File: src/rtl/core/dre_pkg.sv
`timescale 1ns / 1ps

package dre_pkg;

    localparam int MAX_NODES_DEF  = 64;
    localparam int MAX_EDGES_DEF  = 256;
    localparam int ID_WIDTH_DEF   = 16;
    localparam int RESULT_CAP     = 64;
    localparam int FIELD_WIDTH    = 16;

    localparam logic MODE_ADD   = 1'b0;
    localparam logic MODE_QUERY = 1'b1;

    localparam logic [1:0] ST_OK      = 2'd0;
    localparam logic [1:0] ST_FULL    = 2'd1;
    localparam logic [1:0] ST_UNKNOWN = 2'd2;

    typedef struct packed {
        logic                   mode;
        logic [FIELD_WIDTH-1:0] node_a;
        logic [FIELD_WIDTH-1:0] node_b;
    } req_t;

    typedef struct packed {
        logic [1:0]             status;
        logic [FIELD_WIDTH-1:0] node_value;
        logic                   node_valid;
        logic                   last;
    } rsp_t;

    // controller to datapath
    typedef struct packed {
        logic       capture;
        logic       nscan;
        logic       wr_a;
        logic       wr_b;
        logic       wr_e;
        logic       qinit;
        logic       pop;
        logic       fetch;
        logic       escan;
        logic       load_status;
        logic       load_node;
        logic       last;
        logic [1:0] status;
    } cmd_t;

    // datapath to controller
    typedef struct packed {
        logic mode;
        logic nscan_done;
        logic found_a;
        logic full;
        logic escan_done;
        logic last_node;
        logic out_free;
    } sts_t;

    typedef enum logic [10:0] {
        S_IDLE    = 11'b000_0000_0001,
        S_NSCAN   = 11'b000_0000_0010,
        S_ADDCHK  = 11'b000_0000_0100,
        S_WRA     = 11'b000_0000_1000,
        S_WRB     = 11'b000_0001_0000,
        S_WRE     = 11'b000_0010_0000,
        S_QINIT   = 11'b000_0100_0000,
        S_POP     = 11'b000_1000_0000,
        S_FETCH   = 11'b001_0000_0000,
        S_ESCAN   = 11'b010_0000_0000,
        S_EMIT_ND = 11'b100_0000_0000
    } state_t;

endpackage

File: src/rtl/core/dre_ctrl.sv
`timescale 1ns / 1ps

module dre_ctrl (
    input  logic          clk,
    input  logic          rst_n,
    input  logic          req_valid,
    output logic          req_ready,
    input  dre_pkg::sts_t sts,
    output dre_pkg::cmd_t cmd
);

    dre_pkg::state_t state_reg, state_next;
    logic            emit_st_reg, emit_st_next;
    logic [1:0]      res_status_reg, res_status_next;

    always_ff @(posedge clk or negedge rst_n)
    begin
        if (!rst_n)
        begin
            state_reg      <= dre_pkg::S_IDLE;
            emit_st_reg    <= 1'b0;
            res_status_reg <= dre_pkg::ST_OK;
        end
        else
        begin
            state_reg      <= state_next;
            emit_st_reg    <= emit_st_next;
            res_status_reg <= res_status_next;
        end
    end

    // a status-only result waits in idle until the output slot is free
    assign req_ready = (state_reg == dre_pkg::S_IDLE) && !emit_st_reg;

    always_comb
    begin
        state_next      = state_reg;
        emit_st_next    = emit_st_reg;
        res_status_next = res_status_reg;
        cmd             = '0;
        cmd.status      = res_status_reg;
        case (state_reg)
            dre_pkg::S_IDLE:
            begin
                if (emit_st_reg)
                begin
                    if (sts.out_free)
                    begin
                        cmd.load_status = 1'b1;
                        cmd.last        = 1'b1;
                        emit_st_next    = 1'b0;
                    end
                end
                else if (req_valid)
                begin
                    cmd.capture = 1'b1;
                    state_next  = dre_pkg::S_NSCAN;
                end
            end
            dre_pkg::S_NSCAN:
            begin
                cmd.nscan = 1'b1;
                if (sts.nscan_done)
                begin
                    if (sts.mode == dre_pkg::MODE_ADD)
                        state_next = dre_pkg::S_ADDCHK;
                    else if (sts.found_a)
                        state_next = dre_pkg::S_QINIT;
                    else
                    begin
                        res_status_next = dre_pkg::ST_UNKNOWN;
                        emit_st_next    = 1'b1;
                        state_next      = dre_pkg::S_IDLE;
                    end
                end
            end
            dre_pkg::S_ADDCHK:
            begin
                if (sts.full)
                begin
                    res_status_next = dre_pkg::ST_FULL;
                    emit_st_next    = 1'b1;
                    state_next      = dre_pkg::S_IDLE;
                end
                else
                    state_next = dre_pkg::S_WRA;
            end
            dre_pkg::S_WRA:
            begin
                cmd.wr_a   = 1'b1;
                state_next = dre_pkg::S_WRB;
            end
            dre_pkg::S_WRB:
            begin
                cmd.wr_b   = 1'b1;
                state_next = dre_pkg::S_WRE;
            end
            dre_pkg::S_WRE:
            begin
                cmd.wr_e        = 1'b1;
                res_status_next = dre_pkg::ST_OK;
                emit_st_next    = 1'b1;
                state_next      = dre_pkg::S_IDLE;
            end
            dre_pkg::S_QINIT:
            begin
                cmd.qinit  = 1'b1;
                state_next = dre_pkg::S_POP;
            end
            dre_pkg::S_POP:
            begin
                cmd.pop    = 1'b1;
                state_next = dre_pkg::S_FETCH;
            end
            dre_pkg::S_FETCH:
            begin
                cmd.fetch  = 1'b1;
                state_next = dre_pkg::S_ESCAN;
            end
            dre_pkg::S_ESCAN:
            begin
                cmd.escan = 1'b1;
                if (sts.escan_done)
                    state_next = dre_pkg::S_EMIT_ND;
            end
            dre_pkg::S_EMIT_ND:
            begin
                if (sts.out_free)
                begin
                    cmd.load_node = 1'b1;
                    cmd.last      = sts.last_node;
                    cmd.status    = dre_pkg::ST_OK;
                    state_next    = sts.last_node ? dre_pkg::S_IDLE : dre_pkg::S_POP;
                end
            end
            default:
            begin
                state_next = dre_pkg::S_IDLE;
            end
        endcase
    end

endmodule

File: config.mk
export PLATFORM = sky130hd
export DESIGN_NAME = dre_ctrl
export DESIGN_NICKNAME = d
export VERILOG_FILES = /design/src/rtl/core/dre_pkg.sv /design/src/rtl/core/dre_ctrl.sv
export SDC_FILE = /design/constraint.sdc
export NUM_CORES = 1
export LEC_CHECK = 0
export ABC_AREA = 0
export BUFFER_PORTS_ARGS = -buffer_cell sky130_fd_sc_hd__buf_2
export CAP_MARGIN = 40
export CORE_AREA = 2 2 49 51
export DETAILED_ROUTE_END_ITERATION = 8
export DIE_AREA = 0 0 51 53
export PLACE_DENSITY = 0.74
export SYNTH_ARGS = -nofsm -noshare
export SYNTH_HDL_FRONTEND = slang
export SYNTH_SLANG_ARGS = --single-unit
File: constraint.sdc
create_clock -name clk -period 3.2 [get_ports clk]
set_clock_uncertainty 0.2 [all_clocks]
set_input_delay 0.8 -clock clk [delete_from_list [all_inputs] [get_ports clk]]
set_output_delay 0.8 -clock clk [all_outputs]
set_load 0.02 [all_outputs]
==> results.py <==
metrics = {
    "floorplanning": {
        "pin_count": 25,
        "die_area_um2": 2703,
        "std_cell_rows": 17,
        "chipHeight_um": 53,
        "die_w_um": 51,
        "core_area_um2": 2148,
        "initial_core_util_pct": 49.16,
    },
    "min_path": {
        "hp-class": "input port to async pin",
    },
    "global_route": {
        "overflow": 0,
        "grt_pass1_vias": 1023,
        "grt_pass1_wl_um": 4471,
        "grt_max_degree": 15,
        "grt_usage_pct": 22.53,
        "grt_antenna_before_repair": 0,
    },
    "yosys": {
        "ys_types": 45,
        "synthArstFlopShare_pct": 100.0,
        "yosysWarnings": 0,
        "ys_seq_area_share_pct": 33.29,
        "ys_ff_latch": 14,
        "synthCells": 128,
        "synth_top_flop_cell": "dfrtp_1",
        "synth_nets": 138,
        "synth_edf_count": 0,
        "syn_area_um2": 1056,
        "syn_avg_cell_area_um2": 8.250,
    },
    "place": {
        "hpwl_um": 2011,
        "port-buffer-count": 24,
        "gp_congestion": 0.9414,
        "placed_cell_area_um2": 1222,
    },
    "critical_path": {
        "path_max_fanout": 9,
        "startpoint_type": "register",
        "r2r_start": "state_reg[4]",
        "rr_worst_depth": 5,
        "crit_required_ns": 2.20,
        "arrival_ns": 2.08,
        "r2r_slack_ns": 0.95,
        "end_kind": "output port",
        "critPathKind": "register to output port",
        "r2r-end": "state_reg[0]",
    },
    "route": {
        "drt-initial-drc-count": 26,
        "drc": 0,
        "routedWlPerCell_um": 14.65,
        "routed_wl_um": 2666,
        "vias_per_cell": 5.912,
        "vias": 1076,
        "drtPass1Iterations": 4,
        "postRouteAntennaNets": 0,
    },
    "cells_and_area": {
        "most-common-layout-cells": "buf_2 (24), nor2_1 (17), dfrtp_1 (12)",
        "areaGrowthSynthToFinish_pct": 23.10,
        "final_cell_area_um2": 1300,
        "antennaDiodeCount": 0,
        "finalNetCount": 165,
        "fin_util_pct": 60.51,
        "layout_commonest_cell": "buf_2",
        "largest_reg_flops": 11,
        "drive_above_1_share_pct": 32.47,
    },
    "clock_tree": {
        "cts_htree_levels": 1,
        "cts_buffers": 3,
        "cts_tree": "yes",
        "cts-root-buf": "clkbuf_4",
        "clk_path_buf_depth": 2,
        "post_cts_buffers": 0,
        "clk_latency_ns": 0.29,
        "clk_transition_reported_paths_ns": 0.09,
        "clock_sink_count": 14,
    },
    "timing": {
        "hold_violations": 0,
        "post-route-period-util_pct": 96.30,
        "slew_headroom_pct": 75.64,
        "slew_violations": 0,
        "max_freq_mhz": 324.5,
        "min_period_ns": 3.081,
        "tightestPinTransition_ns": 0.3640,
        "setup_viol": 0,
        "whs_ns": 0.1952,
        "fin_tns_setup_ns": 0,
        "rsz0062_at_grt": "false",
    },
    "outcome": {
        "status": "completed",
    },
    "flow_run": {
        "drv_cap": 0,
    },
    "pwr": {
        "vdd_ir_drop_max_mv": 0.6216,
        "p_leak_nw": 0.6352,
        "power.density_nw_per_um2": 681.1,
        "power_w": 0.0008855,
    },
}
-- how the worst max path moves through the flow --
| stage | startpoint | endpoint | slack (ns) | depth (start not counted) |
|---|---|---|---|---|
| floorplan | state_reg[4] | cmd[2] | 0.27 | 6 |
| global placement | state_reg[4] | cmd[2] | 0.24 | 5 |
| detailed placement | state_reg[4] | cmd[2] | 0.19 | 5 |
| CTS | state_reg[9] | cmd[2] | 0.05 | 5 |
| global route | state_reg[9] | cmd[1] | 0.0009 | 6 |
| finish | state_reg[9] | cmd[1] | 0.12 | 6 |
-- metrics by stage --
step	instances	worst slack, ns
finish	182	0.1186
detailed placement	178	0.1919
global placement	178	0.2443
floorplan	128	0.2697
global route	182	0.0008709
CTS	182	0.04637
-- layer usage --
metal	global-route usage, %	share of wire, %	up-vias
met5	0	0	-
met1	28.04	43	507
met3	3.107	5.4	6
li1	-	-	519
met2	37.88	49	44
met4	11.71	2.1	0
-- critical path, cell delays in order, from the launching register on --
cell	delay (ns)
dfrtp_1	0.47
or3_4	0.45
nor3_4	0.17
and4b_2	0.29
nand2_1	0.09
and2_1	0.16
buf_2	0.15
-- Yosys cell counts (2+ instances only) --
library cell | number | share of area, %
nor2_1 | 17 | 6.0
dfrtp_1 | 13 | 31
nor3_1 | 11 | 5.2
nand2_1 | 10 | 3.6
clkbuf_1 | 6 | 2.1
nor4_1 | 6 | 3.6
nor3b_1 | 5 | 3.6
nand2b_1 | 4 | 2.4
buf_2 | 3 | 1.4
nand4_1 | 3 | 1.8
nor2b_1 | 3 | 1.8
nor4b_1 | 3 | 2.5
o21ai_0 | 3 | 1.4
or4_1 | 3 | 2.1
and2_1 | 2 | 1.2
and4b_1 | 2 | 1.9
inv_1 | 2 | 0.71
nand3_1 | 2 | 0.95
nand3b_1 | 2 | 1.4
nand4b_1 | 2 | 1.7
xnor2_1 | 2 | 1.7
-- power breakdown --
group | internal [W] | switching (W) | leakage, nW
registers | 0.000215 | 0.0000514 | 0.184
clock network | 0.0000693 | 0.0000615 | 0.0210
logic | 0.000216 | 0.000273 | 0.430
total | 0.000500 | 0.000385 | 0.635
-- repair_timing --
item	in CTS	in global routing
resized for setup	4	5
hold buffers	0	0
setup endpoints to repair	5	7
pin swaps	0	1
-- final cells by class --
type	count	area, um2
tap	28	35.03
sequential	14	352.8
timing repair buffer	32	180.2
inverter	2	7.507
multi-input combinational	102	688.2
fill	203	848.3
clock buffer	4	36.28
-- logic make-up (layout without fill, tap and decap cells) --
logic type,count (synthesis),count (layout),share of synthesized area [%]
buffers and inverters,12,38,5.331
and+or+nand+nor,82,82,45.03
xor gates and xnor gates,3,3,2.489
DFF,14,14,33.29
AOI/OAI and AO/OA,17,17,13.86
Power figures use the tool's default switching activity.
